### config.mk
export PLATFORM = sky130hd
export DESIGN_NAME = positional_list_append_read_remove_top
export DESIGN_NICKNAME = d
export VERILOG_FILES = /design/src/rtl/plc_pkg.sv /design/src/rtl/plc_cell.sv /design/src/rtl/positional_list_append_read_remove_top.sv
export SDC_FILE = /design/constraint.sdc
export NUM_CORES = 2
export LEC_CHECK = 0
export BUFFER_PORTS_ARGS = -buffer_cell sky130_fd_sc_hd__buf_2
export CAP_MARGIN = 5
export CORE_MARGIN = 8
export CORE_UTILIZATION = 58
export DETAILED_ROUTE_END_ITERATION = 6
export PLACE_DENSITY_LB_ADDON = 0.08
export SYNTH_ARGS = -nofsm -noshare
export SYNTH_HDL_FRONTEND = slang
export SYNTH_SLANG_ARGS = --single-unit
### constraint.sdc
create_clock -name clk -period 5.1 [get_ports clk]
set_clock_uncertainty 0.05 [all_clocks]
set_input_delay 0.765 -clock clk [delete_from_list [all_inputs] [get_ports clk]]
set_output_delay 0.765 -clock clk [all_outputs]
set_load 0.005 [all_outputs]
### src/rtl/plc_pkg.sv
// Package for the positional list: request and status codes, cell control word.
// No dependencies; used by plc_cell and positional_list_append_read_remove_top.
package plc_pkg;

	localparam int CNT_W = 9;

	typedef enum logic [1:0] {
		REQ_APPEND = 2'd0,
		REQ_READ   = 2'd1,
		REQ_REMOVE = 2'd2
	} req_t;

	typedef enum logic [1:0] {
		ST_OK      = 2'd0,
		ST_BAD_POS = 2'd1,
		ST_EMPTY   = 2'd2,
		ST_FULL    = 2'd3
	} stat_t;

	typedef struct packed {
		logic             app_en;
		logic             rem_en;
		logic             rd_en;
		logic [CNT_W-1:0] pidx;
		logic [CNT_W-1:0] cnt;
	} cell_ctl_t;

endpackage

### src/rtl/plc_cell.sv
// One entry cell of the positional list: loads on append, takes its right
// neighbor's word on remove, drives its word onto the read bus when selected. Uses plc_pkg.
module plc_cell import plc_pkg::*; #(
	parameter int W   = 16,
	parameter int IDX = 0
) (
	input  logic             clk,
	input  cell_ctl_t        ctl,
	input  logic [W-1:0]     wr_d,
	input  logic [W-1:0]     nbr_d,
	output logic [W-1:0]     d,
	output logic [W-1:0]     rd
);

	localparam logic [CNT_W-1:0] IDX_C = CNT_W'(IDX);
	localparam logic [CNT_W-1:0] NXT_C = CNT_W'(IDX + 1);

	logic [W-1:0] data_q;
	logic         load;
	logic         shift;

	assign load  = ctl.app_en && (IDX_C == ctl.cnt);
	assign shift = ctl.rem_en && (IDX_C >= ctl.pidx) && (NXT_C < ctl.cnt);

	always_ff @(posedge clk) begin
		if (load) begin
			data_q <= wr_d;
		end else if (shift) begin
			data_q <= nbr_d;
		end
	end

	assign d  = data_q;
	assign rd = (ctl.rd_en && (IDX_C == ctl.pidx)) ? data_q : '0;

endmodule

### src/rtl/positional_list_append_read_remove_top.sv
// Positional list top: request decode, entry count, row of plc_cell, result register.
// Depends on plc_pkg and plc_cell.
//
//  channel   | handshake            | words
//  ----------+----------------------+-------------------------------------------
//  request   | start / busy         | req_type, position, item_handle
//  result    | done (one cycle)     | status, read_handle, entry_count
//
// Each request is handled in the cell row; its result shows on the cycle
// after acceptance, and a new request may be accepted every cycle (busy stays low).
// An append, a read and a remove are each done in place: every cell decides
// locally whether to load, shift from its neighbor or drive the read bus.
// Reset clears the entry count and the result strobe; entry contents are not reset.
// The receiver cannot stall, so no result is ever held back.
module positional_list_append_read_remove_top import plc_pkg::*; #(
	parameter int CAPACITY    = 64,
	parameter int HANDLE_BITS = 16
) (
	input  logic        clk,
	input  logic        arst_n,
	input  logic        start,
	output logic        busy,
	input  logic [1:0]  req_type,
	input  logic [7:0]  position,
	input  logic [15:0] item_handle,
	output logic        done,
	output logic [1:0]  status,
	output logic [15:0] read_handle,
	output logic [6:0]  entry_count
);

	localparam int SW = (HANDLE_BITS < 16) ? HANDLE_BITS : 16;
	localparam int CW = $clog2(CAPACITY + 1);

	logic [CW-1:0]    count_q;
	logic [CW-1:0]    count_nxt;
	logic             accept;
	stat_t            stat;
	cell_ctl_t        ctl;
	logic [CNT_W-1:0] cnt_x;
	logic [CNT_W-1:0] pos_x;
	logic [SW-1:0]    wr_d;
	logic [SW-1:0]    cell_d  [CAPACITY];
	logic [SW-1:0]    cell_rd [CAPACITY];
	logic [SW-1:0]    rd_bus;

	logic             done_q;
	stat_t            status_q;
	logic [15:0]      read_handle_q;
	logic [6:0]       entry_count_q;

	assign busy   = 1'b0;
	assign accept = start && !busy;
	assign cnt_x  = CNT_W'(count_q);
	assign pos_x  = CNT_W'(position);
	assign wr_d   = item_handle[SW-1:0];

	always_comb begin
		stat       = ST_OK;
		ctl.app_en = 1'b0;
		ctl.rem_en = 1'b0;
		ctl.rd_en  = 1'b0;
		ctl.pidx   = pos_x - CNT_W'(1);
		ctl.cnt    = cnt_x;
		count_nxt  = count_q;
		unique case (req_t'(req_type)) inside
			REQ_APPEND: begin
				if (cnt_x >= CNT_W'(CAPACITY)) begin
					stat = ST_FULL;
				end else begin
					ctl.app_en = accept;
					count_nxt  = count_q + CW'(1);
				end
			end
			REQ_READ, REQ_REMOVE: begin
				if (count_q == '0) begin
					stat = ST_EMPTY;
				end else if (position == '0 || pos_x > cnt_x) begin
					stat = ST_BAD_POS;
				end else if (req_t'(req_type) == REQ_READ) begin
					ctl.rd_en = 1'b1;
				end else begin
					ctl.rem_en = accept;
					count_nxt  = count_q - CW'(1);
				end
			end
			default: begin
				stat = ST_BAD_POS;
			end
		endcase
	end

	for (genvar g = 0; g < CAPACITY; g++) begin : g_cell
		plc_cell #(.W(SW), .IDX(g)) u_cell (
			.clk   (clk),
			.ctl   (ctl),
			.wr_d  (wr_d),
			.nbr_d (cell_d[(g + 1 < CAPACITY) ? g + 1 : g]),
			.d     (cell_d[g]),
			.rd    (cell_rd[g])
		);
	end

	always_comb begin
		rd_bus = '0;
		for (int i = 0; i < CAPACITY; i++) begin
			rd_bus = rd_bus | cell_rd[i];
		end
	end

	always_ff @(posedge clk or negedge arst_n) begin
		if (!arst_n) begin
			count_q <= '0;
			done_q  <= 1'b0;
		end else begin
			done_q <= accept;
			if (accept) begin
				count_q <= count_nxt;
			end
		end
	end

	always_ff @(posedge clk) begin
		if (accept) begin
			status_q      <= stat;
			read_handle_q <= 16'(rd_bus);
			entry_count_q <= 7'(count_nxt);
		end
	end

	assign done        = done_q;
	assign status      = status_q;
	assign read_handle = read_handle_q;
	assign entry_count = entry_count_q;

	a_done_follows: assert property (@(posedge clk) disable iff (!arst_n)
		accept |=> done_q)
		else $error("result strobe missing after accepted request");

	a_count_bound: assert property (@(posedge clk) disable iff (!arst_n)
		CNT_W'(count_q) <= CNT_W'(CAPACITY))
		else $error("entry count beyond capacity");

	a_count_hold: assert property (@(posedge clk) disable iff (!arst_n)
		!accept |=> $stable(count_q))
		else $error("entry count moved without a request");

	a_handle_zero: assert property (@(posedge clk) disable iff (!arst_n)
		(done_q && status_q != ST_OK) |-> (read_handle_q == '0))
		else $error("read handle nonzero on failed request");

	a_full_count: assert property (@(posedge clk) disable iff (!arst_n)
		(done_q && status_q == ST_FULL) |-> (CNT_W'(count_q) == CNT_W'(CAPACITY)))
		else $error("full status with room left");

endmodule

==> flow_metrics.tcl, run 1 <==
set metrics [dict create \
    outcome "stopped before the end" \
    haltStage "global routing (5_1_grt)" \
    error "[ERROR GRT-0116] Global routing finished with congestion. Check the congestion regions in the DRC Viewer." \
    clockBufferDepth 3 \
    dpl.hpwl_mm 228 \
    die_h_um 324 \
    synth-async-reset-ratio_pct 0.757 \
    synth_top_family_by_area "multiplexers" \
    synth_edf_count 1049 \
    netlist_area_mm2 0.0549 \
    grt_usage_pct 70.3 \
    post-cts-setup-buffers 0 \
    yosys-mux-area-fraction_pct 20.9 \
    rows 113 \
    postSynthNetCount 4053 \
    yosysWarnings 0 \
    ys.flop_type "edfxtp_1" \
    start_util_pct 58.1 \
    htree_levels 3 \
    yosys.area_share.simple_pct 7.36 \
    io_pins 56 \
    seq_area_frac_synth_pct 57.8 \
    cts_root_buf "clkbuf_16" \
    synthXorXnorAreaFrac_pct 0.192 \
    synth_cell_types 88 \
    cts_buffers 109 \
    overflow 531 \
    yosys.area_share.adder_pct 0.456 \
    die_w_um 324 \
    yosys_register_bits 1057 \
    synth_compound_area_share_pct 10.9 \
    cts_sinks 1057 \
    synthCells 4004 \
    port_buffers 54 \
    grt_pass1_wl_mm 509 \
    gp_congestion 1.58 \
    grt_pass1_vias 52900 \
    grt_start_max_net_pins 65 \
    avgSynthCellArea_um2 13.7 \
]
cells by family after synthesis:
| logic type | after synthesis |
|---|---|
| flip-flops | 1057 |
| other | 1 |
| adder cells (fa/ha/maj) | 20 |
| XOR/XNOR | 12 |
| AO/OA/AOI/OAI | 770 |
| AND/OR/NAND/NOR | 781 |
| buffers and inverters | 345 |
| multiplexers | 1018 |
synthesized netlist by cell type (45+ instances only):
master | instances | share of area [%]
o21ai_0 | 84 | 0.77
a22o_1 | 81 | 1.3
nand4_1 | 96 | 1.1
nand2_1 | 158 | 1.1
mux2_2 | 1011 | 21
nor3_1 | 96 | 0.88
clkbuf_1 | 269 | 1.8
edfxtp_1 | 1049 | 57
a22oi_1 | 172 | 2.4
a222oi_1 | 45 | 0.82
nor2_1 | 155 | 1.1
nand3_1 | 91 | 0.83
a221oi_1 | 78 | 1.2
a21oi_1 | 58 | 0.53
routing by layer:
| metal | track usage (%) | GRT overflow |
|---|---|---|
| met3 | 61.5 | 51 |
| met5 | 34.0 | 5 |
| met2 | 82.0 | 246 |
| met4 | 61.7 | 184 |
| met1 | 72.9 | 45 |
through the flow:
stage          std cells  hold WS (ps)  setup WS [ps]  instance area (µm²)
4_1_cts             5556           351            613                62500
3_5_place_dp        5351           514           -141                58900
3_3_place_gp        5347           506           -195                58800
2_1_floorplan       4004           419           -388                55000
repair_timing:
action / in CTS
hold endpoints to repair: 8
hold buffers: 1
resized for setup: 0
==> run 2, diff against run 1 <==
- CORE_UTILIZATION: 58 -> 40
- PLACE_DENSITY_LB_ADDON: 0.08 -> 0.15
- clock period: 5.1 -> 6.6 ns (I/O delays scaled with it)
==> run 2 against run 1 <==
The flow now finishes, with violations (DRC, capacitance limit, slew limit). Synthesized cell count is the same. Synthesized area stayed put.
==> flow_metrics.tcl, run 2 <==
set metrics [dict create \
    outcome "complete, but fails checks" \
    violations "DRC, capacitance limit, slew limit" \
    grt_pass1_wl_mm 482 \
    cts-resized-gates 0 \
    yosys-top-cells-count "1049 x edfxtp_1, 1011 x mux2_2, 269 x clkbuf_1" \
    overflow 0 \
    fmax_mhz 168 \
    yosysTopAreaCell "edfxtp_1" \
    slowest_delay_ps 940 \
    r2r_cells 12 \
    synthToLayoutAreaGrowth_pct 16.2 \
    grt_pass1_vias 44000 \
    hold_viol 0 \
    crit_required_ps 7080 \
    min_path_cells 1 \
    place_area_mm2 0.0599 \
    worstSetupStartpointType "flip-flop" \
    p_int_mw 11.5 \
    start_util_pct 40.1 \
    cap_violations 1 \
    synth_top_family_by_area "multiplexers" \
    crit_chain "inv_1, ha_1, nand3_1, nand2_1, and3b_1, o21ai_4, nor2_1, buf_4, o2bb2ai_1, nor4_1, nand4_1, or4_1" \
    synth.most_common_cell "edfxtp_1" \
    crit_cells 12 \
    final_area_mm2 0.0638 \
    yosysTopAreaCellShare_pct 57.4 \
    cp_max_fo 14 \
    netlist_area_mm2 0.0549 \
    io_pins 56 \
    yosys.area_share.adder_pct 0.456 \
    synth-async-reset-ratio_pct 0.757 \
    fin_crit_sh_pct 90.2 \
    leakage_nw 20.6 \
    sw_frac_of_total_pct 29.7 \
    synth_edf_count 1049 \
    synthXorXnorAreaFrac_pct 0.192 \
    clkPwrFrac_pct 40.7 \
    initialDrtViolationCount 9920 \
    yosys-mux-area-fraction_pct 20.9 \
    rows 136 \
    routedWlPerCell_um 62.1 \
    synth_compound_area_share_pct 10.9 \
    antenna_found_initial 67 \
    cts_root_buf "clkbuf_16" \
    post-route-util_pct 46.6 \
    drc_errors 2 \
    cts_buffers 114 \
    hp-class "flip-flop to flip-flop" \
    clockBufferDepth 3 \
    finalWirelength_mm 382 \
    power_density_mw_per_mm2 256 \
    cts_tree "yes" \
    cp-end-kind "flip-flop" \
    layout-drive-gt1-share_pct 41.7 \
    grt_usage_pct 50.2 \
    avgViaCountPerCell 7.79 \
    avgSynthCellArea_um2 13.7 \
    ys.flop_type "edfxtp_1" \
    worstSetupPathType "flip-flop to flip-flop" \
    coreArea_mm2 0.137 \
    synth.area.top_cells "edfxtp_1 57%, mux2_2 21%, a22oi_1 2.4%, clkbuf_1 1.8%, a22o_1 1.3%" \
    postSynthNetCount 4053 \
    insertion_delay_ps 810 \
    fin_tns_setup_ps 0 \
    htree_levels 3 \
    grt_start_max_net_pins 65 \
    synthCells 4004 \
    fin_crit_ps 5950 \
    final.fill_count 12300 \
    dr.pass1.iters 7 \
    yosys.area_share.simple_pct 7.36 \
    comb_power_share_pct 13.4 \
    setup_viol 0 \
    die_area_mm2 0.149 \
    cts_sinks 1057 \
    largest_reg_flops 1024 \
    ant_nets 0 \
    path_buf_inv 2 \
    synth_cell_types 88 \
    slew_violations 2 \
    nets 4277 \
    yosys_register_bits 1057 \
    clkTransAtPathRegs_ps 70 \
    slew_headroom_pct -7.02 \
    slowest_stage "nor4_1" \
    port_buffers 54 \
    seq_area_frac_synth_pct 57.8 \
    arrival_ps 6430 \
    vdd_ir_drop_max_uv 217 \
    vias 48000 \
    most-common-layout-cells "1049 x edfxtp_1, 1011 x mux2_2, 370 x buf_4" \
    seqPwrFrac_pct 45.9 \
    dpl.hpwl_mm 288 \
    cp_top_family "simple AND/OR/NAND/NOR gates" \
    p_sw_mw 4.85 \
    gp_congestion 1.14 \
    die_h_um 386 \
    yosysWarnings 0 \
    die_w_um 386 \
    rsz0062_at_grt "no" \
    worstMarginPinSlew_ps 1610 \
    layout_commonest_cell "edfxtp_1" \
]
[run 2: cell counts after synthesis]
No cell type changed its count.
[run 2: cells by family after synthesis]
family,count (synthesis)
flip-flops,1057
multiplexers,1018
AND/OR/NAND/NOR,781
AO/OA/AOI/OAI,770
buffers and inverters,345
adder cells (fa/ha/maj),20
XOR/XNOR,12
other,1
[run 2: through the flow]
step	setup slack, ps	instances	hold slack, ps	total power [mW]
floorplan	655	4004	491	8.42
global placement	551	5901	506	9.66
detailed placement	610	5901	514	9.64
CTS	1030	6111	504	16.1
global route	890	6119	526	16.4
finish	648	6156	531	16.3
[run 2: worst reg2reg max path: cells and delay by family (launching register included)]
family / cells / cell delay, ps
AND/OR/NAND/NOR: 7 / 2940
adder cells (fa/ha/maj): 1 / 360
AO/OA/AOI/OAI: 2 / 970
buffers and inverters: 2 / 680
flip-flops: 1 / 700
[run 2: layer usage]
metal | part of all wire, % | up-vias | GRT usage (%)
li1 | - | 16800 | -
met1 | 33 | 24500 | 56.0
met2 | 41 | 4995 | 71.3
met3 | 12 | 1691 | 18.5
met4 | 14 | 18 | 52.1
met5 | 0.092 | - | 1.82
[run 2: repair_timing]
action / 4_1_cts / 5_1_grt
setup buffers: 0 / 0
hold buffers: 1 / 0
endpoints found under the hold margin: 7 / 0
[run 2: power groups by stage]
stage               Sequential, mW  Clock [mW]  Combinational [mW]
finish                        7.50        6.65                2.18
global placement              7.63           0                2.03
global route                  7.49        6.81                2.14
floorplan                     7.57           0               0.850
detailed placement            7.63           0                2.01
CTS                           7.49        6.58                2.02
[run 2: final cells by class]
type	instances	area (µm²)	area share (%)
sequential	1057	31700	49.7
timing repair buffer	433	3220	5.05
clock inverter	79	744	1.17
inverter	20	75.1	0.118
clock buffer	130	2960	4.63
tap	1794	2240	3.52
antenna	41	103	0.161
multi-input combinational	2602	22700	35.6
[run 2: final timing paths]
check	start	to	slack (ps)
hold reg to reg	g_cell[5].u_cell.d[11]	g_cell[4].u_cell.d[11]	530
max in group asynchronous	arst_n	count_q[4]	5740
setup reg to reg	count_q[5]	read_handle[15]	650
hold / removal	g_cell[5].u_cell.d[11]	g_cell[4].u_cell.d[11]	530
min in group asynchronous	arst_n	done	560
setup / recovery	count_q[5]	read_handle[15]	650
(Power assumes the default switching activity.)
